--- src/sv/lfuc_pkg.sv ---
`timescale 1ns / 1ps
package lfuc_pkg;

  // Default sizes and configuration reset.
  localparam int unsigned EntriesDef   = 16;
  localparam int unsigned CountBitsDef = 16;
  localparam int unsigned CapWidth     = 5;
  localparam logic [CapWidth-1:0] CapReset = 5'd16;

  // Operation codes.
  typedef enum logic {
    OpGet = 1'b0,
    OpPut = 1'b1
  } op_e;

  // Sequencer states.
  typedef enum logic [2:0] {
    StIdle,
    StScan,
    StDecide,
    StAge,
    StDone
  } state_e;

  // Request payload.
  typedef struct packed {
    op_e                opcode;
    logic signed [31:0] key;
    logic signed [31:0] value;
  } req_t;

  // Result payload.
  typedef struct packed {
    logic               hit;
    logic signed [31:0] read_data;
  } rsp_t;

endpackage

--- src/sv/lfuc_ram.sv ---
`timescale 1ns / 1ps
module lfuc_ram #(
  parameter int unsigned WIDTH = 32,
  parameter int unsigned DEPTH = 16
) (
  input  logic                                   clk_i,
  input  logic                                   we_i,
  input  logic [(DEPTH > 1 ? $clog2(DEPTH) : 1)-1:0] waddr_i,
  input  logic [WIDTH-1:0]                       wdata_i,
  input  logic [(DEPTH > 1 ? $clog2(DEPTH) : 1)-1:0] raddr_i,
  output logic [WIDTH-1:0]                       rdata_o
);

  logic [WIDTH-1:0] mem_q [DEPTH];

  // One write port and one registered read port.
  always_ff @(posedge clk_i) begin
    if (we_i) begin
      mem_q[waddr_i] <= wdata_i;
    end
    rdata_o <= mem_q[raddr_i];
  end

endmodule

--- src/sv/lfu_cache_table_core.sv ---
`timescale 1ns / 1ps
// Channel   | Ports                                   | Direction
// request   | start_i, busy_o, req_i                  | in
// result    | done_o, rsp_o                           | out
// config    | cfg_we_i, cfg_wdata_i                   | in
//
// A request is taken when start_i is high and busy_o is low.
// Every request walks all ENTRIES slots of the entry memory once to find a
// match, a victim and a free slot, takes one decision step, and, if an
// entry changes, walks the memory again to age the recency ranks and write
// the entry. A result step then raises the strobe; busy_o drops in the
// cycle after the strobe. Both walks read the slots one by one through the
// single read port of the memory.
// Reset clears the valid marks and the fill level and sets the capacity to 16.
// The result strobe done_o lasts one cycle; the receiver cannot stall.
module lfu_cache_table_core import lfuc_pkg::*; #(
  parameter int unsigned ENTRIES    = EntriesDef,
  parameter int unsigned COUNT_BITS = CountBitsDef
) (
  input  logic                clk_i,
  input  logic                rst_ni,
  input  logic                start_i,
  output logic                busy_o,
  input  req_t                req_i,
  output logic                done_o,
  output rsp_t                rsp_o,
  input  logic                cfg_we_i,
  input  logic [CapWidth-1:0] cfg_wdata_i
);

  localparam int unsigned IW      = ENTRIES > 1 ? $clog2(ENTRIES) : 1;
  localparam int unsigned CW      = $clog2(ENTRIES + 1);
  localparam int unsigned RW      = IW;
  localparam int unsigned RankLsb = 0;
  localparam int unsigned CntLsb  = RW;
  localparam int unsigned DataLsb = RW + COUNT_BITS;
  localparam int unsigned KeyLsb  = DataLsb + 32;
  localparam int unsigned WW      = KeyLsb + 32;
  localparam logic [COUNT_BITS-1:0] CountMax = '1;

  // Control registers.
  state_e              state_q, state_d;
  logic [CW-1:0]       cnt_q, cnt_d;
  logic                pv_q, pv_d;
  logic [CapWidth-1:0] cap_q, cap_d;
  logic [CW-1:0]       fill_q, fill_d;
  logic [ENTRIES-1:0]  valid_q, valid_d;
  logic                match_f_q, match_f_d;
  logic                vic_f_q, vic_f_d;
  logic                free_f_q, free_f_d;
  logic                all_q, all_d;

  // Payload registers.
  logic [IW-1:0]         pidx_q, pidx_d;
  req_t                  req_q, req_d;
  logic [IW-1:0]         match_idx_q, match_idx_d;
  logic [COUNT_BITS-1:0] match_cnt_q, match_cnt_d;
  logic [RW-1:0]         match_rank_q, match_rank_d;
  logic [31:0]           match_data_q, match_data_d;
  logic [IW-1:0]         vic_idx_q, vic_idx_d;
  logic [COUNT_BITS-1:0] vic_cnt_q, vic_cnt_d;
  logic [RW-1:0]         vic_rank_q, vic_rank_d;
  logic [IW-1:0]         free_idx_q, free_idx_d;
  logic [IW-1:0]         tgt_q, tgt_d;
  logic [RW-1:0]         lim_q, lim_d;
  logic [WW-1:0]         new_word_q, new_word_d;
  rsp_t                  rsp_q, rsp_d;

  // Memory port.
  logic          ram_we;
  logic [WW-1:0] ram_wdata;
  logic [WW-1:0] ram_rdata;

  lfuc_ram #(
    .WIDTH(WW),
    .DEPTH(ENTRIES)
  ) u_ram (
    .clk_i  (clk_i),
    .we_i   (ram_we),
    .waddr_i(pidx_q),
    .wdata_i(ram_wdata),
    .raddr_i(cnt_q[IW-1:0]),
    .rdata_o(ram_rdata)
  );

  // Fields of the word just read.
  logic [31:0]           r_key;
  logic [31:0]           r_data;
  logic [COUNT_BITS-1:0] r_cnt;
  logic [RW-1:0]         r_rank;
  logic                  r_valid;
  logic                  issue;

  assign r_key   = ram_rdata[KeyLsb +: 32];
  assign r_data  = ram_rdata[DataLsb +: 32];
  assign r_cnt   = ram_rdata[CntLsb +: COUNT_BITS];
  assign r_rank  = ram_rdata[RankLsb +: RW];
  assign r_valid = valid_q[pidx_q];
  assign issue   = cnt_q < CW'(ENTRIES);

  // Sequencer and shared compare unit.
  always_comb begin
    logic [CW-1:0]         cap_eff;
    logic [CW-1:0]         fill_n;
    logic [COUNT_BITS-1:0] touch_cnt;
    logic                  use_free;
    logic [WW-1:0]         age_word;

    state_d      = state_q;
    cnt_d        = cnt_q;
    pv_d         = pv_q;
    cap_d        = cap_q;
    fill_d       = fill_q;
    valid_d      = valid_q;
    match_f_d    = match_f_q;
    vic_f_d      = vic_f_q;
    free_f_d     = free_f_q;
    all_d        = all_q;
    pidx_d       = pidx_q;
    req_d        = req_q;
    match_idx_d  = match_idx_q;
    match_cnt_d  = match_cnt_q;
    match_rank_d = match_rank_q;
    match_data_d = match_data_q;
    vic_idx_d    = vic_idx_q;
    vic_cnt_d    = vic_cnt_q;
    vic_rank_d   = vic_rank_q;
    free_idx_d   = free_idx_q;
    tgt_d        = tgt_q;
    lim_d        = lim_q;
    new_word_d   = new_word_q;
    rsp_d        = rsp_q;
    ram_we       = 1'b0;
    ram_wdata    = new_word_q;
    done_o       = 1'b0;

    cap_eff   = (32'(cap_q) > ENTRIES) ? CW'(ENTRIES) : CW'(cap_q);
    fill_n    = fill_q;
    use_free  = 1'b1;
    touch_cnt = (match_cnt_q == CountMax) ? match_cnt_q : match_cnt_q + COUNT_BITS'(1);
    age_word  = ram_rdata;
    if (r_valid && (all_q || r_rank < lim_q)) begin
      age_word[RankLsb +: RW] = r_rank + RW'(1);
    end

    case (state_q)
      StIdle: begin
        if (start_i) begin
          req_d     = req_i;
          cnt_d     = '0;
          pv_d      = 1'b0;
          match_f_d = 1'b0;
          vic_f_d   = 1'b0;
          free_f_d  = 1'b0;
          state_d   = StScan;
        end
      end
      StScan: begin
        pv_d   = issue;
        pidx_d = cnt_q[IW-1:0];
        if (issue) begin
          cnt_d = cnt_q + CW'(1);
        end
        if (pv_q) begin
          if (r_valid && !match_f_q && r_key == req_q.key) begin
            match_f_d    = 1'b1;
            match_idx_d  = pidx_q;
            match_cnt_d  = r_cnt;
            match_rank_d = r_rank;
            match_data_d = r_data;
          end
          if (r_valid && (!vic_f_q || r_cnt < vic_cnt_q ||
                          (r_cnt == vic_cnt_q && r_rank > vic_rank_q))) begin
            vic_f_d    = 1'b1;
            vic_idx_d  = pidx_q;
            vic_cnt_d  = r_cnt;
            vic_rank_d = r_rank;
          end
          if (!r_valid && !free_f_q) begin
            free_f_d   = 1'b1;
            free_idx_d = pidx_q;
          end
        end
        if (!issue && !pv_q) begin
          state_d = StDecide;
        end
      end
      StDecide: begin
        all_d           = 1'b0;
        rsp_d.hit       = match_f_q;
        rsp_d.read_data = '0;
        cnt_d           = '0;
        pv_d            = 1'b0;
        state_d         = StDone;
        if (req_q.opcode == OpGet) begin
          if (match_f_q) begin
            state_d         = StAge;
            tgt_d           = match_idx_q;
            lim_d           = match_rank_q;
            new_word_d      = {req_q.key, match_data_q, touch_cnt, RW'(0)};
            rsp_d.read_data = match_data_q;
          end else begin
            rsp_d.read_data = '1;
          end
        end else if (cap_eff != '0) begin
          if (match_f_q) begin
            state_d    = StAge;
            tgt_d      = match_idx_q;
            lim_d      = match_rank_q;
            new_word_d = {req_q.key, req_q.value, touch_cnt, RW'(0)};
          end else begin
            new_word_d = {req_q.key, req_q.value, COUNT_BITS'(1), RW'(0)};
            if (fill_q >= cap_eff) begin
              if (vic_f_q) begin
                use_free = 1'b0;
                state_d  = StAge;
                tgt_d    = vic_idx_q;
                lim_d    = vic_rank_q;
              end else begin
                // Fill level out of step with the valid marks: start over.
                fill_n = '0;
              end
            end
            if (use_free) begin
              fill_d = fill_n;
              if (free_f_q) begin
                state_d = StAge;
                tgt_d   = free_idx_q;
                all_d   = 1'b1;
                fill_d  = fill_n + CW'(1);
              end
            end
            if (state_d == StAge) begin
              valid_d[tgt_d] = 1'b1;
            end
          end
        end
      end
      StAge: begin
        pv_d   = issue;
        pidx_d = cnt_q[IW-1:0];
        if (issue) begin
          cnt_d = cnt_q + CW'(1);
        end
        if (pv_q) begin
          ram_we    = 1'b1;
          ram_wdata = (pidx_q == tgt_q) ? new_word_q : age_word;
        end
        if (!issue && !pv_q) begin
          state_d = StDone;
        end
      end
      StDone: begin
        done_o  = 1'b1;
        state_d = StIdle;
      end
      default: begin
        state_d = StIdle;
      end
    endcase

    if (cfg_we_i) begin
      cap_d = cfg_wdata_i;
    end
  end

  // Control state.
  always_ff @(posedge clk_i or negedge rst_ni) begin
    if (!rst_ni) begin
      state_q   <= StIdle;
      cnt_q     <= '0;
      pv_q      <= 1'b0;
      cap_q     <= CapReset;
      fill_q    <= '0;
      valid_q   <= '0;
      match_f_q <= 1'b0;
      vic_f_q   <= 1'b0;
      free_f_q  <= 1'b0;
      all_q     <= 1'b0;
    end else begin
      state_q   <= state_d;
      cnt_q     <= cnt_d;
      pv_q      <= pv_d;
      cap_q     <= cap_d;
      fill_q    <= fill_d;
      valid_q   <= valid_d;
      match_f_q <= match_f_d;
      vic_f_q   <= vic_f_d;
      free_f_q  <= free_f_d;
      all_q     <= all_d;
    end
  end

  // Payload registers.
  always_ff @(posedge clk_i) begin
    pidx_q       <= pidx_d;
    req_q        <= req_d;
    match_idx_q  <= match_idx_d;
    match_cnt_q  <= match_cnt_d;
    match_rank_q <= match_rank_d;
    match_data_q <= match_data_d;
    vic_idx_q    <= vic_idx_d;
    vic_cnt_q    <= vic_cnt_d;
    vic_rank_q   <= vic_rank_d;
    free_idx_q   <= free_idx_d;
    tgt_q        <= tgt_d;
    lim_q        <= lim_d;
    new_word_q   <= new_word_d;
    rsp_q        <= rsp_d;
  end

  assign busy_o = (state_q != StIdle);
  assign rsp_o  = rsp_q;

  // The result strobe only ends a request in progress.
  assert property (@(posedge clk_i) disable iff (!rst_ni) done_o |-> busy_o)
    else $error("result strobe outside a request");

  // A taken request makes the block busy.
  assert property (@(posedge clk_i) disable iff (!rst_ni)
    (start_i && !busy_o) |=> busy_o)
    else $error("request taken but block not busy");

  // The fill level tracks the number of valid entries.
  assert property (@(posedge clk_i) disable iff (!rst_ni)
    32'(fill_q) == $countones(valid_q))
    else $error("fill level out of step with valid marks");

  // A memory write only happens during the ageing pass.
  assert property (@(posedge clk_i) disable iff (!rst_ni)
    ram_we |-> (state_q == StAge))
    else $error("memory write outside the ageing pass");

endmodule

--- config.mk ---
export PLATFORM = sky130hd
export DESIGN_NAME = lfu_cache_table_core
export DESIGN_NICKNAME = d
export VERILOG_FILES = /design/src/sv/lfuc_pkg.sv /design/src/sv/lfuc_ram.sv /design/src/sv/lfu_cache_table_core.sv
export SDC_FILE = /design/constraint.sdc
export NUM_CORES = 2
export LEC_CHECK = 0
export BUFFER_PORTS_ARGS = -buffer_cell sky130_fd_sc_hd__buf_2
export CORE_ASPECT_RATIO = 1.5
export CORE_MARGIN = 2
export CORE_UTILIZATION = 45
export CTS_CLUSTER_DIAMETER = 50
export DETAILED_ROUTE_END_ITERATION = 16
export PLACE_DENSITY = 0.65
export RECOVER_POWER = 50
export SYNTH_ARGS = -nofsm -noshare
export SYNTH_HDL_FRONTEND = slang
export SYNTH_SLANG_ARGS = --single-unit
--- constraint.sdc ---
create_clock -name clk_i -period 9.85 [get_ports clk_i]
set_input_delay 0.4925 -clock clk_i [delete_from_list [all_inputs] [get_ports clk_i]]
set_output_delay 0.4925 -clock clk_i [all_outputs]
set_load 0.01 [all_outputs]
; Word-level counts from Yosys, hierarchy flattened
; Memory sizes are Yosys's and may differ from the RTL's. A register that Yosys moved wholly into a read port is not among the register bits.
; Index checks and enable logic that the tools add are counted.
[classes]
addsub = 4
magnitude_cmp = 9
eq_ne = 20
muxes = 86
bitwise_logic = 2
n_reduce_logical = 38
[op_table]
columns = operator, n
row1 = $mux W84, 6
row2 = $mux W4, 19
row3 = $mux W5, 10
row4 = $mux W3, 15
row5 = $eq A32 B32 Y1, 1
row6 = $mux W32, 1
row7 = $mux W1, 25
row8 = $mux W20, 1
row9 = $reduce_and A3 Y1, 6
row10 = $add A16 B1 Y16 const B, 1
row11 = $eq A16 B16 Y1, 1
row12 = $eq A16 B16 Y1 const B, 1
row13 = $lt A16 B16 Y1, 1
row14 = $mux W16, 1
row15 = $or A16 B16 Y16, 1
row16 = $pmux W5 S3, 1
row17 = $reduce_and A5 Y1, 3
row18 = $ne A2 B2 Y1 const B, 7
row19 = $pmux W3 S4, 1
row20 = $reduce_and A4 Y1, 3
row21 = $add A5 B1 Y5 const B, 2
row22 = $lt A4 B5 Y1 const B, 2
row23 = $eq A3 B2 Y1 const B, 3
row24 = $logic_and A1 B1 Y1, 8
row25 = other kinds (26), 39
[word_totals]
register_bits = 317
ram_bits = 1344
in_bits = 74
out_inout_bits = 35
word_cells = 187
memories = 1
[memory_table]
columns = memory, words, width, rd, rd_ports_with_merged_regs, wr, line
row1 = u_ram.mem_q, 16, 84, 1, 1, 1, lfuc_ram.sv:14  ; logic [WIDTH-1:0] mem_q [DEPTH];

; Logic depth before layout (Yosys ltp)
[logic_depth]
ltp_word = 18
depth_mapped = 12
depth_no_buf = 12

; By module
; A second synthesis with hierarchy kept.
[unflattened]
hier_cells = 3061
area_unflattened_um2 = 65710.5
[by_module_without_submodules]
columns = mod, n_inst, cells_per_inst, area_per_inst_um2, seq_area_each_um2
row1 = lfuc_ram, 1, 2154, 52052.4, 42040.3
row2 = lfu_cache_table_core, 1, 907, 13658.1, 9205.1

; Worst setup path before layout
; Ideal clock, no wire load.
[synth_timing]
path_type = register to register
start = register state_q[2]
end = memory u_ram.mem_q[0][0] in the netlist's numbering (enable)
setup_time_ns = 0.630
arrival_time_ns = 6.928
required_time_ns = 9.220
setup_slack_ns = 2.292
path_stages_with_launch = 6
n_path_buf = 1
synth_period_minus_slack_ns = 7.558
cell_sequence = dfrtp_1 -> nor2b_1 -> buf_2 -> nand3_1 -> or3_1 -> nor3_1
[synth_via]
elab_chain_len = 4
[synth_rtl]
columns = item, line
row1 = from (decl), lfu_cache_table_core.sv:42  ; state_e state_q, state_d;
row2 = from (signal assigned), lfu_cache_table_core.sv:270  ; state_q <= StIdle;
row3 = from (signal assigned), lfu_cache_table_core.sv:281  ; state_q <= state_d;
row4 = $eq A3 B2 Y1, lfu_cache_table_core.sv:146  ; case (state_q)
row5 = $mux W1, lfu_cache_table_core.sv:146
row6 = $mux W1, lfuc_ram.sv:18  ; if (we_i) begin
row7 = $mux W1 (implied by the code), lfuc_ram.sv:19  ; mem_q[waddr_i] <= wdata_i;
row8 = to (decl), lfuc_ram.sv:14
; Every way passes these cells.

; Final worst setup path
[layout_timing]
start = register state_q[0]
end = memory u_ram.mem_q[11][26] in the netlist's numbering (enable)
; The elaborated chain is that of the path after synthesis.

==> run summary <==
mean area per synthesized cell: 22.4 um^2
initial antenna violation count: 3
initial core utilization: 45.3%
WS Path Type: flip-flop to flip-flop
status: complete, but fails checks
syn_nets: 3,040
synthesis-to-layout area growth: 13.5%
Post-DP Area: 0.0686 mm^2
Post-route DRC: 0
worst vdd ir: 336 uV
Synth Warn #: 0
number of distinct library cells after synthesis: 58
Core ar.: 0.145 mm^2
Final min period: 6.80 ns
commonest cells after routing, fill and taps aside: edfxtp_1 (1,618), mux4_2 (422), clkbuf_16 (167)
Setup-failing EPs final: 0
layout cells sized above 1: 25.4%
FMAX: 147 MHz
Worst slew margin: -199%
Max Cap Viol: 37
number of nets in the layout: 3,315
Leakage: 23.6 nW
Fin. Hold Viols: 0
die height: 472 um
global-route usage over all layers: 19.7%
WP data required: 10.26 ns
unrepaired setup endpoints after global routing: false
number of synthesized flops with an enable pin: 1,618
Fill cells: 11,200
global placer's final weighted congestion: 0.749
Clock Sinks: 1,741
post-route ant nets: 0
Power Total: 19.6 mW
IO buf count: 108
startpoint types: flip-flop
area occupied by registers: 0.0512 mm^2
largest cells by area after synthesis: edfxtp_1 (74%), mux4_2 (14%), dfxtp_1 (2.6%), mux2_2 (1.5%), dfrtp_1 (1.4%)
most common cell after layout, fill and taps aside: edfxtp_1
clk buf depth: 3
number of global-route vias before repair: 31,500
Post-DP HPWL: 74.4 mm
area taken by multi-input logic gates: 0.0135 mm^2
CTS Root Cell: clkbuf_16
Seq/Total Area, Yosys: 78.1%
Worst-path clk slew: 0.06 ns
number of buffers created by CTS: 164
Vias: 30,300
initial drt markers: 3,065
clk_lat worst skew: 0.79 ns
failing checks: capacitance limit, slew limit
routed length per instance: 27.4 um
final WL: 144 mm
flops & latches, synth: 1,741
clock skew after layout: 0.0290 ns
Gate Count Post-Synth: 2,934
largest net degree at the start of global routing: 127
Tcrit/Tclk final: 69.1%
Vias/cell: 5.77
Synth area leader: edfxtp_1
Primary FF master, synth: edfxtp_1
Slew Limit Fails: 1,423
design area: 0.0745 mm^2
number of core rows: 171
Slew @ Worst Pin: 4.48 ns
fin util: 51.4%
final setup margin: 3.05 ns
mapped cell area: 0.0656 mm^2
CTS-repair resized insts: 0
crit path capture type: flip-flop
H-tree levels: 4
CTS tree: yes
Overflow after GRT: 0
first-pass GRT wire length: 213 mm
setup TNS: 0 ns
DIE AREA: 0.149 mm^2
critical path arrival: 7.21 ns
PwrDens: 264 mW/mm^2
Critical Path Fanout Max: 39
# IOs: 109
Hold Path Class: input port to flip-flop
Die Wd: 316 um
asr flop ratio synth: 2.24%
DP Worst Slack: 5.11 ns
Yosys top cell area share: 74.0%
TritonRoute pass-1 iters: 7
## worst paths after layout
check	cells past startpoint	slack, ns	end	from
max in group asynchronous	2	7.62	valid_q[14]$_DFFE_PN0P_	rst_ni
min in group asynchronous	2	0.93	cap_q[2]$_DFFE_PN0P_	rst_ni
worst max-delay path	7	3.05	u_ram.mem_q[11][26]$_DFFE_PP_	state_q[0]$_DFFE_PN0P_
worst min-delay path	2	0.06	cap_q[0]$_DFFE_PN0P_	cfg_we_i
worst min register to register	0	0.41	match_data_q[13]$_DFFE_PP_	u_ram.rdata_o[33]$_DFF_P_
worst max register to register	7	3.05	u_ram.mem_q[11][26]$_DFFE_PP_	state_q[0]$_DFFE_PN0P_
## synthesized netlist by cell type (9+ instances only)
library cell	count
dfrtp_1	38
nor4_1	9
ha_1	32
a21o_1	13
nand2_1	76
mux4_2	422
a21oi_1	52
nor2_1	42
nand4_1	10
mux2i_1	9
nor3_1	11
dfxtp_1	84
buf_2	48
xnor2_1	12
nand3_1	30
xor2_1	35
inv_1	74
mux2_2	88
clkbuf_1	71
edfxtp_1	1618
o21ai_0	59
## per-stage QoR
stage               std cells  hold slack, ns
detailed placement       4870           0.411
CTS                      5253         0.00219
finish                   5255          0.0553
floorplan                2934           0.197
global route             5255          0.0242
global placement         4870           0.405
## flip-flops by register name, summed over array words and instances (netlist names), 16 cells and up
| signal | cells |
|---|---|
| vic_cnt_q | 16 |
| valid_q | 16 |
| u_ram.rdata_o | 84 |
| new_word_q | 80 |
| match_cnt_q | 16 |
| req_q | 65 |
| u_ram.mem_q | 1344 |
| match_data_q | 32 |
| rsp_o | 33 |
## what timing repair did
action	4_1_cts	5_1_grt
hold endpoints to repair	108	0
hold buffers	76	0
buffers inserted	0	0
## critical path: stages (launching register included)
cell	delay, ns
dfrtp_1	0.43
nor2b_1	0.58
nand3_1	0.32
nor2_1	0.16
nand2_1	0.12
nor2_1	0.95
clkbuf_1	2.80
buf_4	0.97
## routing by layer
layer / GRT usage [%] / vias up / routed length, um
li1: - / 12700 / -
met1: 27.1 / 16400 / 59800
met2: 32.7 / 973 / 73600
met3: 3.23 / 183 / 7910
met4: 5.35 / 0 / 2970
met5: 0 / - / 0
## cells by family (layout without fill, tap and decap cells)
group / Yosys count / count (layout) / synth area share (%)
fa+ha+maj: 32 / 32 / 0.610
mux: 522 / 522 / 16.2
simple gates: 211 / 211 / 1.51
other cells: 0 / 2 / 0
buf+inv: 209 / 625 / 1.36
xor+xnor: 47 / 47 / 0.627
flops: 1741 / 1741 / 78.1
compound gates: 172 / 172 / 1.60
## area by class of cell
class,instances,share of cell area [%]
diodes,2,0.00672
clock buffers,209,6.05
clock inverters,98,1.28
inverters,74,0.375
multi-input cells,984,18.2
flip-flops and latches,1741,68.8
well taps,1903,3.20
repair buffers,244,2.14
## power by group
| group | leakage, nW | internal (mW) | switching, mW | total (mW) |
|---|---|---|---|---|
| Sequential | 15.8 | 9.10 | 0.505 | 9.61 |
| Combinational | 5.12 | 1.77 | 1.92 | 3.69 |
| Clock | 2.68 | 3.61 | 2.74 | 6.35 |
| Total | 23.6 | 14.5 | 5.16 | 19.6 |
No activity file was read; power rests on OpenSTA's default activity.
